==> src/hw/rtl/sip24_pkg.sv <==
`timescale 1ns / 1ps
// ----------------------------------------------------------------------------
// sip24_pkg
// Shared types, constants, key-lane setup and the SipRound function for the
// SipHash-2-4 stream hasher.
// ----------------------------------------------------------------------------
package sip24_pkg;

    // SipHash initialization constants
    localparam logic [63:0] IV0       = 64'h736f_6d65_7073_6575;
    localparam logic [63:0] IV1       = 64'h646f_7261_6e64_6f6d;
    localparam logic [63:0] IV2       = 64'h6c79_6765_6e65_7261;
    localparam logic [63:0] IV3       = 64'h7465_6462_7974_6573;
    localparam logic [63:0] FINAL_XOR = 64'h0000_0000_0000_00ff;

    // Configuration register indexes
    localparam int unsigned CFG_IDX_W          = 1;
    localparam logic [CFG_IDX_W-1:0] CFG_KEY_LOW  = 1'b0;
    localparam logic [CFG_IDX_W-1:0] CFG_KEY_HIGH = 1'b1;

    // Front-to-back queue depth (default)
    localparam int unsigned QUEUE_DEPTH = 2;

    // Finalization runs four rounds, counted 0..3
    localparam logic [1:0] FIN_LAST = 2'd3;

    // Full-word byte count
    localparam logic [3:0] FULL_BYTES = 4'd8;

    typedef struct packed {
        logic [63:0] a;
        logic [63:0] b;
        logic [63:0] c;
        logic [63:0] d;
    } t_lanes;

    // One classified request for the back end
    typedef struct packed {
        logic [63:0] data;  // full word to absorb
        logic [63:0] tail;  // length block (last request only)
        logic        load;  // first request of a message: reload lanes from key
        logic        full;  // data word is absorbed
        logic        last;  // tail is absorbed, then finalization
    } t_entry;

    typedef enum logic [1:0] {
        BE_IDLE,
        BE_ABS,
        BE_TAIL,
        BE_FIN
    } t_be_state;

    function automatic t_lanes key_lanes(input logic [63:0] k0, input logic [63:0] k1);
        t_lanes v;
        v.a = IV0 ^ k0;
        v.b = IV1 ^ k1;
        v.c = IV2 ^ k0;
        v.d = IV3 ^ k1;
        return v;
    endfunction

    function automatic t_lanes sip_round(input t_lanes v);
        logic [63:0] a;
        logic [63:0] b;
        logic [63:0] c;
        logic [63:0] d;
        t_lanes      r;
        a = v.a;
        b = v.b;
        c = v.c;
        d = v.d;
        a = a + b;
        b = {b[50:0], b[63:51]};
        b = b ^ a;
        a = {a[31:0], a[63:32]};
        c = c + d;
        d = {d[47:0], d[63:48]};
        d = d ^ c;
        a = a + d;
        d = {d[42:0], d[63:43]};
        d = d ^ a;
        c = c + b;
        b = {b[46:0], b[63:47]};
        b = b ^ c;
        c = {c[31:0], c[63:32]};
        r.a = a;
        r.b = b;
        r.c = c;
        r.d = d;
        return r;
    endfunction

endpackage

==> src/hw/rtl/siphash_2_4_stream_top.sv <==
`timescale 1ns / 1ps
// ----------------------------------------------------------------------------
// siphash_2_4_stream_top
// Keyed SipHash-2-4 over a byte message streamed as 64-bit words.
// ----------------------------------------------------------------------------
// Usage:
//   Slave stream: one message word per request, little-endian bytes in
//   tdata[63:0], valid byte count in tdata[67:64] (8 unless tlast), tlast on
//   the final word. Master stream: one 64-bit tag per message.
//   Key halves are written through the config port (index 0 low, 1 high)
//   while the block is idle; a new key applies from the next message.
// Timing:
//   The engine runs one SipRound per cycle unless a waiting tag holds it. A
//   full word is absorbed by its compression rounds; a partial last word
//   takes the tail block plus four finalization rounds; a full last word
//   takes its own compression, then the length block and the four rounds.
//   The tag register loads at the end of the last round. A request queue
//   (QUEUE_DEPTH entries) lets the input side keep accepting while the
//   engine works or the output waits.
// Reset: synchronous, active low; keys clear to zero, queue and engine empty.
// Stall: a waiting tag holds the engine in its last finalization round; the
//   input side stalls only once the queue is full.
// ----------------------------------------------------------------------------
module siphash_2_4_stream_top #(
    parameter int unsigned QUEUE_DEPTH = sip24_pkg::QUEUE_DEPTH
) (
    input  logic                             i_clk,
    input  logic                             i_rst_n,
    // configuration
    input  logic                             i_cfg_we,
    input  logic [sip24_pkg::CFG_IDX_W-1:0]  i_cfg_addr,
    input  logic [63:0]                      i_cfg_wdata,
    // message words
    input  logic                             i_s_axis_tvalid,
    output logic                             o_s_axis_tready,
    input  logic [71:0]                      i_s_axis_tdata,  // word_data[63:0], byte_count[67:64]
    input  logic                             i_s_axis_tlast,  // is_last
    // tags
    output logic                             o_m_axis_tvalid,
    input  logic                             i_m_axis_tready,
    output logic [63:0]                      o_m_axis_tdata   // hash_value[63:0]
);

    sip24_pkg::t_entry fe_entry;
    sip24_pkg::t_entry q_entry;
    logic              q_full;
    logic              q_empty;
    logic              q_pop;
    logic              accept;

    assign o_s_axis_tready = !q_full;
    assign accept          = i_s_axis_tvalid && !q_full;

    sip24_front u_front (
        .i_clk        (i_clk),
        .i_rst_n      (i_rst_n),
        .i_accept     (accept),
        .i_word_data  (i_s_axis_tdata[63:0]),
        .i_byte_count (i_s_axis_tdata[67:64]),
        .i_is_last    (i_s_axis_tlast),
        .o_entry      (fe_entry)
    );

    sip24_queue #(
        .DEPTH (QUEUE_DEPTH)
    ) u_queue (
        .i_clk   (i_clk),
        .i_rst_n (i_rst_n),
        .i_push  (accept),
        .i_entry (fe_entry),
        .i_pop   (q_pop),
        .o_entry (q_entry),
        .o_full  (q_full),
        .o_empty (q_empty)
    );

    sip24_back u_back (
        .i_clk        (i_clk),
        .i_rst_n      (i_rst_n),
        .i_cfg_we     (i_cfg_we),
        .i_cfg_addr   (i_cfg_addr),
        .i_cfg_wdata  (i_cfg_wdata),
        .i_entry      (q_entry),
        .i_q_empty    (q_empty),
        .o_pop        (q_pop),
        .o_hash_valid (o_m_axis_tvalid),
        .i_hash_ready (i_m_axis_tready),
        .o_hash       (o_m_axis_tdata)
    );

endmodule

==> src/hw/rtl/sip24_front.sv <==
`timescale 1ns / 1ps
// ----------------------------------------------------------------------------
// sip24_front
// Accepts message words, tracks message position and length, and builds the
// padded length block for the last word.
// ----------------------------------------------------------------------------
module sip24_front (
    input  logic              i_clk,
    input  logic              i_rst_n,
    input  logic              i_accept,
    input  logic [63:0]       i_word_data,
    input  logic [3:0]        i_byte_count,
    input  logic              i_is_last,
    output sip24_pkg::t_entry o_entry
);

    logic       r_mid;
    logic       n_mid;
    logic [7:0] r_len;
    logic [7:0] n_len;
    logic [3:0] cnt;
    logic [7:0] len_base;
    logic       last_full;
    logic [63:0] masked;

    // Clamp byte count, pick the running length, mask the unused data bytes
    always_comb begin
        cnt       = (i_byte_count > sip24_pkg::FULL_BYTES) ? sip24_pkg::FULL_BYTES
                                                           : i_byte_count;
        len_base  = r_mid ? r_len : 8'd0;
        last_full = (cnt == sip24_pkg::FULL_BYTES);
        masked    = i_word_data & ~(64'hffff_ffff_ffff_ffff << {cnt, 3'b000});
    end

    // Classification and length update
    always_comb begin
        o_entry.data = i_word_data;
        o_entry.load = !r_mid;
        if (!i_is_last) begin
            o_entry.full = 1'b1;
            o_entry.last = 1'b0;
            n_len        = len_base + 8'd8;
            o_entry.tail = '0;
            n_mid        = 1'b1;
        end else if (last_full) begin
            o_entry.full = 1'b1;
            o_entry.last = 1'b1;
            n_len        = len_base + 8'd8;
            o_entry.tail = {n_len, 56'd0};
            n_mid        = 1'b0;
        end else begin
            o_entry.full = 1'b0;
            o_entry.last = 1'b1;
            n_len        = len_base + {4'd0, cnt};
            o_entry.tail = {n_len, masked[55:0]};
            n_mid        = 1'b0;
        end
    end

    always_ff @(posedge i_clk) begin
        if (!i_rst_n) begin
            r_mid <= 1'b0;
            r_len <= 8'd0;
        end else if (i_accept) begin
            r_mid <= n_mid;
            r_len <= n_len;
        end
    end

endmodule

==> src/hw/rtl/sip24_queue.sv <==
`timescale 1ns / 1ps
// ----------------------------------------------------------------------------
// sip24_queue
// Small FIFO of classified requests between front and back ends.
// ----------------------------------------------------------------------------
module sip24_queue #(
    parameter int unsigned DEPTH = sip24_pkg::QUEUE_DEPTH
) (
    input  logic              i_clk,
    input  logic              i_rst_n,
    input  logic              i_push,
    input  sip24_pkg::t_entry i_entry,
    input  logic              i_pop,
    output sip24_pkg::t_entry o_entry,
    output logic              o_full,
    output logic              o_empty
);

    localparam int unsigned PTR_W = (DEPTH > 1) ? $clog2(DEPTH) : 1;
    localparam int unsigned CNT_W = $clog2(DEPTH + 1);

    sip24_pkg::t_entry r_mem [DEPTH];
    logic [PTR_W-1:0]  r_wr_ptr;
    logic [PTR_W-1:0]  r_rd_ptr;
    logic [CNT_W-1:0]  r_count;

    assign o_full  = (r_count == CNT_W'(DEPTH));
    assign o_empty = (r_count == '0);
    assign o_entry = r_mem[r_rd_ptr];

    // Storage write
    always_ff @(posedge i_clk) begin
        if (i_push) begin
            r_mem[r_wr_ptr] <= i_entry;
        end
    end

    // Pointers and fill count
    always_ff @(posedge i_clk) begin
        if (!i_rst_n) begin
            r_wr_ptr <= '0;
            r_rd_ptr <= '0;
            r_count  <= '0;
        end else begin
            if (i_push) begin
                r_wr_ptr <= (r_wr_ptr == PTR_W'(DEPTH - 1)) ? '0 : r_wr_ptr + 1'b1;
            end
            if (i_pop) begin
                r_rd_ptr <= (r_rd_ptr == PTR_W'(DEPTH - 1)) ? '0 : r_rd_ptr + 1'b1;
            end
            if (i_push && !i_pop) begin
                r_count <= r_count + 1'b1;
            end else if (!i_push && i_pop) begin
                r_count <= r_count - 1'b1;
            end
        end
    end

endmodule

==> src/hw/rtl/sip24_back.sv <==
`timescale 1ns / 1ps
// ----------------------------------------------------------------------------
// sip24_back
// SipHash engine: one SipRound per cycle on four lanes unless a tag waits,
// absorbing queued requests and finalizing into a one-entry output register.
// ----------------------------------------------------------------------------
module sip24_back (
    input  logic                               i_clk,
    input  logic                               i_rst_n,
    input  logic                               i_cfg_we,
    input  logic [sip24_pkg::CFG_IDX_W-1:0]    i_cfg_addr,
    input  logic [63:0]                        i_cfg_wdata,
    input  sip24_pkg::t_entry                  i_entry,
    input  logic                               i_q_empty,
    output logic                               o_pop,
    output logic                               o_hash_valid,
    input  logic                               i_hash_ready,
    output logic [63:0]                        o_hash
);

    sip24_pkg::t_be_state r_state;
    sip24_pkg::t_be_state n_state;
    sip24_pkg::t_lanes    r_v;
    sip24_pkg::t_lanes    n_v;
    sip24_pkg::t_lanes    base;
    sip24_pkg::t_lanes    rin;
    sip24_pkg::t_lanes    rout;
    logic [63:0]          r_msg;
    logic [63:0]          n_msg;
    logic [63:0]          r_tail;
    logic [63:0]          n_tail;
    logic                 r_tail_pend;
    logic                 n_tail_pend;
    logic                 r_is_tail;
    logic                 n_is_tail;
    logic [1:0]           r_cnt;
    logic [1:0]           n_cnt;
    logic [63:0]          r_key_low;
    logic [63:0]          r_key_high;
    logic                 r_out_valid;
    logic [63:0]          r_out_data;
    logic                 out_free;
    logic                 out_load;
    logic [63:0]          m_in;

    assign out_free     = !r_out_valid || i_hash_ready;
    assign o_pop        = (r_state == sip24_pkg::BE_IDLE) && !i_q_empty;
    assign out_load     = (r_state == sip24_pkg::BE_FIN) && (r_cnt == sip24_pkg::FIN_LAST)
                          && out_free;
    assign o_hash_valid = r_out_valid;
    assign o_hash       = r_out_data;

    // Key registers
    always_ff @(posedge i_clk) begin
        if (!i_rst_n) begin
            r_key_low  <= '0;
            r_key_high <= '0;
        end else if (i_cfg_we) begin
            if (i_cfg_addr == sip24_pkg::CFG_KEY_LOW) begin
                r_key_low <= i_cfg_wdata;
            end
            if (i_cfg_addr == sip24_pkg::CFG_KEY_HIGH) begin
                r_key_high <= i_cfg_wdata;
            end
        end
    end

    // Next state
    always_comb begin
        n_state = r_state;
        unique case (r_state)
            sip24_pkg::BE_IDLE: begin
                if (o_pop) begin
                    n_state = sip24_pkg::BE_ABS;
                end
            end
            sip24_pkg::BE_ABS: begin
                if (r_tail_pend) begin
                    n_state = sip24_pkg::BE_TAIL;
                end else if (r_is_tail) begin
                    n_state = sip24_pkg::BE_FIN;
                end else begin
                    n_state = sip24_pkg::BE_IDLE;
                end
            end
            sip24_pkg::BE_TAIL: n_state = sip24_pkg::BE_ABS;
            sip24_pkg::BE_FIN: begin
                if (out_load) begin
                    n_state = sip24_pkg::BE_IDLE;
                end
            end
            default: n_state = sip24_pkg::BE_IDLE;
        endcase
    end

    // Round input selection and lane update
    always_comb begin
        base        = i_entry.load ? sip24_pkg::key_lanes(r_key_low, r_key_high) : r_v;
        m_in        = i_entry.full ? i_entry.data : i_entry.tail;
        rin         = r_v;
        n_v         = r_v;
        n_msg       = r_msg;
        n_tail      = r_tail;
        n_tail_pend = r_tail_pend;
        n_is_tail   = r_is_tail;
        n_cnt       = r_cnt;
        unique case (r_state)
            sip24_pkg::BE_IDLE: begin
                rin   = base;
                rin.d = base.d ^ m_in;
            end
            sip24_pkg::BE_TAIL: begin
                rin.d = r_v.d ^ r_tail;
            end
            sip24_pkg::BE_FIN: begin
                if (r_cnt == 2'd0) begin
                    rin.c = r_v.c ^ sip24_pkg::FINAL_XOR;
                end
            end
            default: rin = r_v;
        endcase
        rout = sip24_pkg::sip_round(rin);
        unique case (r_state)
            sip24_pkg::BE_IDLE: begin
                if (o_pop) begin
                    n_v         = rout;
                    n_msg       = m_in;
                    n_tail      = i_entry.tail;
                    n_tail_pend = i_entry.last && i_entry.full;
                    n_is_tail   = i_entry.last && !i_entry.full;
                end
            end
            sip24_pkg::BE_ABS: begin
                n_v   = rout;
                n_v.a = rout.a ^ r_msg;
            end
            sip24_pkg::BE_TAIL: begin
                n_v         = rout;
                n_msg       = r_tail;
                n_tail_pend = 1'b0;
                n_is_tail   = 1'b1;
            end
            sip24_pkg::BE_FIN: begin
                if ((r_cnt != sip24_pkg::FIN_LAST) || out_free) begin
                    n_v   = rout;
                    n_cnt = r_cnt + 2'd1;
                end
            end
            default: n_v = r_v;
        endcase
    end

    // Lanes and message words
    always_ff @(posedge i_clk) begin
        r_v    <= n_v;
        r_msg  <= n_msg;
        r_tail <= n_tail;
    end

    // Control registers
    always_ff @(posedge i_clk) begin
        if (!i_rst_n) begin
            r_state     <= sip24_pkg::BE_IDLE;
            r_tail_pend <= 1'b0;
            r_is_tail   <= 1'b0;
            r_cnt       <= '0;
        end else begin
            r_state     <= n_state;
            r_tail_pend <= n_tail_pend;
            r_is_tail   <= n_is_tail;
            r_cnt       <= n_cnt;
        end
    end

    // Output register: loads the tag on the last finalization round
    always_ff @(posedge i_clk) begin
        if (!i_rst_n) begin
            r_out_valid <= 1'b0;
        end else if (out_load) begin
            r_out_valid <= 1'b1;
        end else if (i_hash_ready) begin
            r_out_valid <= 1'b0;
        end
    end

    always_ff @(posedge i_clk) begin
        if (out_load) begin
            r_out_data <= rout.a ^ rout.b ^ rout.c ^ rout.d;
        end
    end

    // Checks
    a_cnt_only_in_fin: assert property (@(posedge i_clk) disable iff (!i_rst_n)
        (r_state != sip24_pkg::BE_FIN) |-> (r_cnt == 2'd0))
        else $error("finalization counter active outside finalization");

    a_tail_flags_excl: assert property (@(posedge i_clk) disable iff (!i_rst_n)
        !(r_tail_pend && r_is_tail))
        else $error("pending tail and tail absorb both set");

    a_fin_from_tail: assert property (@(posedge i_clk) disable iff (!i_rst_n)
        (r_state == sip24_pkg::BE_ABS && !r_tail_pend && r_is_tail)
        |=> (r_state == sip24_pkg::BE_FIN && r_cnt == 2'd0))
        else $error("tail absorb not followed by finalization");

    a_load_frees_fin: assert property (@(posedge i_clk) disable iff (!i_rst_n)
        out_load |=> (r_out_valid && r_state == sip24_pkg::BE_IDLE))
        else $error("tag load did not end finalization");

endmodule

==> config.mk <==
export PLATFORM = sky130hd
export DESIGN_NAME = siphash_2_4_stream_top
export DESIGN_NICKNAME = d
export VERILOG_FILES = /design/src/hw/rtl/sip24_pkg.sv /design/src/hw/rtl/siphash_2_4_stream_top.sv /design/src/hw/rtl/sip24_front.sv /design/src/hw/rtl/sip24_queue.sv /design/src/hw/rtl/sip24_back.sv
export SDC_FILE = /design/constraint.sdc
export NUM_CORES = 2
export LEC_CHECK = 0
export BUFFER_PORTS_ARGS = -buffer_cell sky130_fd_sc_hd__buf_2
export CAP_MARGIN = 0
export CORE_MARGIN = 2
export CORE_UTILIZATION = 40
export DETAILED_ROUTE_END_ITERATION = 8
export GPL_TIMING_DRIVEN = 0
export SKIP_LAST_GASP = 1
export SYNTH_ARGS = -nofsm -noshare
export SYNTH_HDL_FRONTEND = slang
export SYNTH_HIERARCHICAL = 1
export SYNTH_SLANG_ARGS = --single-unit
==> constraint.sdc <==
create_clock -name i_clk -period 41.7 [get_ports i_clk]
set_input_delay 2.085 -clock i_clk [delete_from_list [all_inputs] [get_ports i_clk]]
set_output_delay 2.085 -clock i_clk [all_outputs]
set_load 0.02 [all_outputs]
==> out/qor.json <==
{
  "die_w": {"value": 380, "unit": "um"},
  "wirelength": {"value": 311000, "unit": "um"},
  "skew": {"value": 67.9, "unit": "ps"},
  "rr_worst_depth": {"value": 35},
  "post_synth_instance_area": {"value": 0.0567, "unit": "sq mm"},
  "routed_via_density": {"value": 6.08},
  "h-tree-depth": {"value": 3},
  "coreArea": {"value": 0.141, "unit": "sq mm"},
  "place.detailed.instances": {"value": 7720},
  "initial_core_util": {"value": 40.2, "unit": "%"},
  "violated_checks": {"value": "capacitance limit, slew limit"},
  "report.final.slew_viol_count": {"value": 97},
  "synth.distinct_cells": {"value": 90},
  "setup.worst_path.class": {"value": "register to register"},
  "worstSetupStartpointType": {"value": "register"},
  "total_of_endpoints_with_negative_setup_slack_in_the_final_report": {"value": 0},
  "place.detailed.hpwl": {"value": 265000, "unit": "um"},
  "max_slew.worst_pin.slew": {"value": 1730, "unit": "ps"},
  "synth_fp_nets": {"value": 5984},
  "cpPeakStageDelay": {"value": 1180, "unit": "ps"},
  "fillerInstances": {"value": 13508},
  "final_weighted_congestion_in_routability_driven_placement": {"value": 1.16},
  "synthCells": {"value": 5574},
  "post_cts.resized_instances": {"value": 0},
  "setup_ws": {"value": 24170, "unit": "ps"},
  "worst_setup_path_end_kind": {"value": "register"},
  "global_route.overflow_total": {"value": 0},
  "min_delay_src": {"value": "u_back/r_key_low[59]"},
  "r2r_end": {"value": "u_back/o_hash[53]"},
  "worst-r2r-setup-slack": {"value": 24170, "unit": "ps"},
  "grt_pass1_wl": {"value": 405000, "unit": "um"},
  "avgSynthCellArea": {"value": 10.2, "unit": "sq um"},
  "timing.setup.tns": {"value": 0, "unit": "ps"},
  "clk_transition_reported_paths": {"value": 60, "unit": "ps"},
  "die_area": {"value": 0.145, "unit": "sq mm"},
  "antenna_violating_nets_post_route": {"value": 0},
  "worst-endpoint-arrival": {"value": 18000, "unit": "ps"},
  "whs_path_depth": {"value": 2},
  "final_cell_mix": {"value": "sky130_fd_sc_hd__nand2_1 (724), sky130_fd_sc_hd__edfxtp_1 (710), sky130_fd_sc_hd__xnor2_1 (442)"},
  "number_of_cts_inserted_buffers": {"value": 98},
  "tritoncts": {"value": "built"},
  "timing.max_slew.rel_slack": {"value": -16.3, "unit": "%"},
  "postCtsSetupBuffers": {"value": 0},
  "final_hold_viol_count": {"value": 0},
  "placement.setup.worst_slack": {"value": 25020, "unit": "ps"},
  "timing.critical_path.mode_cell": {"value": "sky130_fd_sc_hd__clkbuf_1"},
  "fin_nets": {"value": 6343},
  "worst_hold_path_type": {"value": "register to register"},
  "grt_antenna_before_repair": {"value": 67},
  "post_route_drc_violation_count": {"value": 0},
  "crit_required": {"value": 42170, "unit": "ps"},
  "pin_count": {"value": 209},
  "outcome": {"value": "finished with violations"},
  "period_minus_slack": {"value": 17530, "unit": "ps"},
  "final_min_period_over_clock_period": {"value": 42.0, "unit": "%"},
  "worst_skew_pair.late_latency": {"value": 780, "unit": "ps"},
  "via_count": {"value": 48209},
  "drt_first_pass_iters": {"value": 6},
  "die_h": {"value": 380, "unit": "um"},
  "synth_sequential_area_ratio": {"value": 42.9, "unit": "%"},
  "timing.hold.worst_endpoint": {"value": "u_back/r_key_low[59]"},
  "syn2layout_area_growth": {"value": 14.8, "unit": "%"},
  "avgRoutedWirePerCell": {"value": 39.3, "unit": "um"},
  "post_layout_nonfiller_instances": {"value": 7928},
  "post_cts_hold_fix_bufs": {"value": 0},
  "numClockSinks": {"value": 859},
  "ys_seq_elements": {"value": 859},
  "seqCellArea": {"value": 0.0243, "unit": "sq mm"},
  "rsz_0062_raised_after_global_routing": {"value": "false"},
  "number_of_global_route_vias_before_repair": {"value": 45042},
  "core.rowCount": {"value": 138},
  "synth_top_flop_cell": {"value": "sky130_fd_sc_hd__edfxtp_1"},
  "grt_max_degree": {"value": 63},
  "post_route_cells_drive_above_1_share": {"value": 12.3, "unit": "%"},
  "critPathMaxFanout": {"value": 10},
  "final_common_cell": {"value": "sky130_fd_sc_hd__nand2_1"},
  "synthArstFlopShare": {"value": 0, "unit": "%"},
  "grt.total_usage": {"value": 41.9, "unit": "%"},
  "max_clock_freq": {"value": 57.0, "unit": "MHz"},
  "number_of_flops_mapped_to_enable_cells_by_yosys": {"value": 710},
  "crit_slowest_cell": {"value": "sky130_fd_sc_hd__xnor2_1"},
  "first_iter_violations": {"value": 7130},
  "multi_input_area": {"value": 0.0303, "unit": "sq mm"},
  "synth_warnings": {"value": 6},
  "cap_viol_max_count": {"value": 30},
  "clock_tree.root_cell": {"value": "sky130_fd_sc_hd__clkbuf_16"},
  "max-clock-path-buffers": {"value": 3},
  "port-buffer-count": {"value": 195}
}
[per-layer routing]
layer / wire, um / GRT usage (%) / vias up
li1: - / - / 20630
met1: 121000 / 53.4 / 23989
met3: 31600 / 10.1 / 689
met2: 133000 / 62.7 / 2879
met5: 287 / 0 / -
met4: 25800 / 28.7 / 22
[state kept, by name (all words and copies together) (netlist names), named ones only]
register / cells
u_queue/r_mem: 262
u_back/r_v: 256
u_back/o_hash: 64
u_back/r_key_high: 64
u_back/r_key_low: 64
u_back/r_msg: 64
u_back/r_tail: 64
u_front/r_len: 8
u_back/r_cnt: 2
u_back/r_state: 2
u_queue/r_count: 2
u_back/o_hash_valid: 1
u_back/r_is_tail: 1
u_back/r_tail_pend: 1
u_front/r_mid: 1
u_queue/r_rd_ptr: 1
u_queue/r_wr_ptr: 1
[per-stage QoR]
stage                     utilization, %  area (sq um)  hold slack, ps
final                               46.1         65100             493
after global routing                46.1         65000             507
after CTS                           46.0         65000             491
after detailed placement            43.5         61400             482
after global placement              42.5         60000             473
after floorplan                        -         56700             443
[synthesized netlist by cell type (11+ instances only)]
cell,instances,area [sq um]
sky130_fd_sc_hd__and3_1,47,294
sky130_fd_sc_hd__o41ai_1,11,96.3
sky130_fd_sc_hd__nor4_1,16,100
sky130_fd_sc_hd__a21o_1,162,1220
sky130_fd_sc_hd__xor2_1,309,2710
sky130_fd_sc_hd__a31oi_1,32,200
sky130_fd_sc_hd__a21oi_1,344,1720
sky130_fd_sc_hd__xnor3_1,19,428
sky130_fd_sc_hd__o21bai_1,60,450
sky130_fd_sc_hd__a211oi_1,24,180
sky130_fd_sc_hd__o221ai_1,12,105
sky130_fd_sc_hd__mux2_4,91,1370
sky130_fd_sc_hd__o211ai_1,19,143
sky130_fd_sc_hd__nand2_1,724,2720
sky130_fd_sc_hd__o21a_1,34,255
sky130_fd_sc_hd__nand4_1,56,350
sky130_fd_sc_hd__o31ai_1,18,135
sky130_fd_sc_hd__or3_1,13,81.3
sky130_fd_sc_hd__buf_2,11,55.1
sky130_fd_sc_hd__a22o_1,30,263
sky130_fd_sc_hd__and2_1,77,482
sky130_fd_sc_hd__xnor2_1,475,4160
sky130_fd_sc_hd__nor2b_1,53,332
sky130_fd_sc_hd__nand3_1,66,330
sky130_fd_sc_hd__nor2_1,179,672
sky130_fd_sc_hd__dfxtp_1,149,2980
sky130_fd_sc_hd__mux2_2,55,619
sky130_fd_sc_hd__a221oi_1,11,96.3
sky130_fd_sc_hd__buf_1,31,116
sky130_fd_sc_hd__xor3_1,13,309
sky130_fd_sc_hd__a21boi_0,140,1050
sky130_fd_sc_hd__edfxtp_1,710,21300
sky130_fd_sc_hd__inv_1,250,938
sky130_fd_sc_hd__clkbuf_1,193,724
sky130_fd_sc_hd__nor3_1,38,190
sky130_fd_sc_hd__a22oi_1,66,495
sky130_fd_sc_hd__mux2i_1,176,1760
sky130_fd_sc_hd__ha_1,262,3280
sky130_fd_sc_hd__nand2b_1,35,219
sky130_fd_sc_hd__buf_4,66,495
sky130_fd_sc_hd__o21ai_0,329,1650
sky130_fd_sc_hd__buf_6,14,158
[critical path, delay by kind of cell, from the launching register on]
kind,cells,cell delay [ps]
and+or+nand+nor,9,2770
xor gates and xnor gates,5,3760
muxes,1,470
adders and majority gates,2,690
buffers and inverters,9,5360
AOI/OAI and AO/OA,9,3760
DFF,1,320
[logic make-up (layout without fill, tap and decap cells)]
kind of cell	count (synthesis)	in the layout	share of synthesized area, %
flops	859	859	42.9
xor+xnor	817	817	13.4
simple gates	1354	1354	10.9
buf+inv	567	1011	4.42
compound gates	1388	1388	15.8
other cells	0	20	0
fa+ha+maj	267	267	5.96
mux	322	322	6.61
[cell type report]
cell class                      count  share of cell area [%]
Clock buffer                      121                    4.05
Inverter                          251                    1.45
Clock inverter                     64                    1.37
Buffer                            316                    2.40
Tap cell                         1890                    3.63
Antenna cell                       20                  0.0769
Timing Repair Buffer              259                    3.13
Sequential cell                   859                    37.4
Multi-Input combinational cell   4148                    46.5
[worst max-delay path by stage]
stage | from | endpoint | slack (ps) | cells after the start
detailed placement | register | u_back/o_hash[63] | 25020 | 36
floorplan | i_m_axis_tready | u_back/r_v[0] | 26310 | 2
global route | register | u_back/o_hash[53] | 24910 | 35
finish | register | u_back/o_hash[53] | 24170 | 35
CTS | register | u_back/o_hash[63] | 24870 | 36
global placement | u_back/r_state[1] | u_back/r_v[152] | 16980 | 3
Power is left out: the tool's default activity adds up to more than one toggle a clock period on the data nets, which glitch-free logic cannot reach.
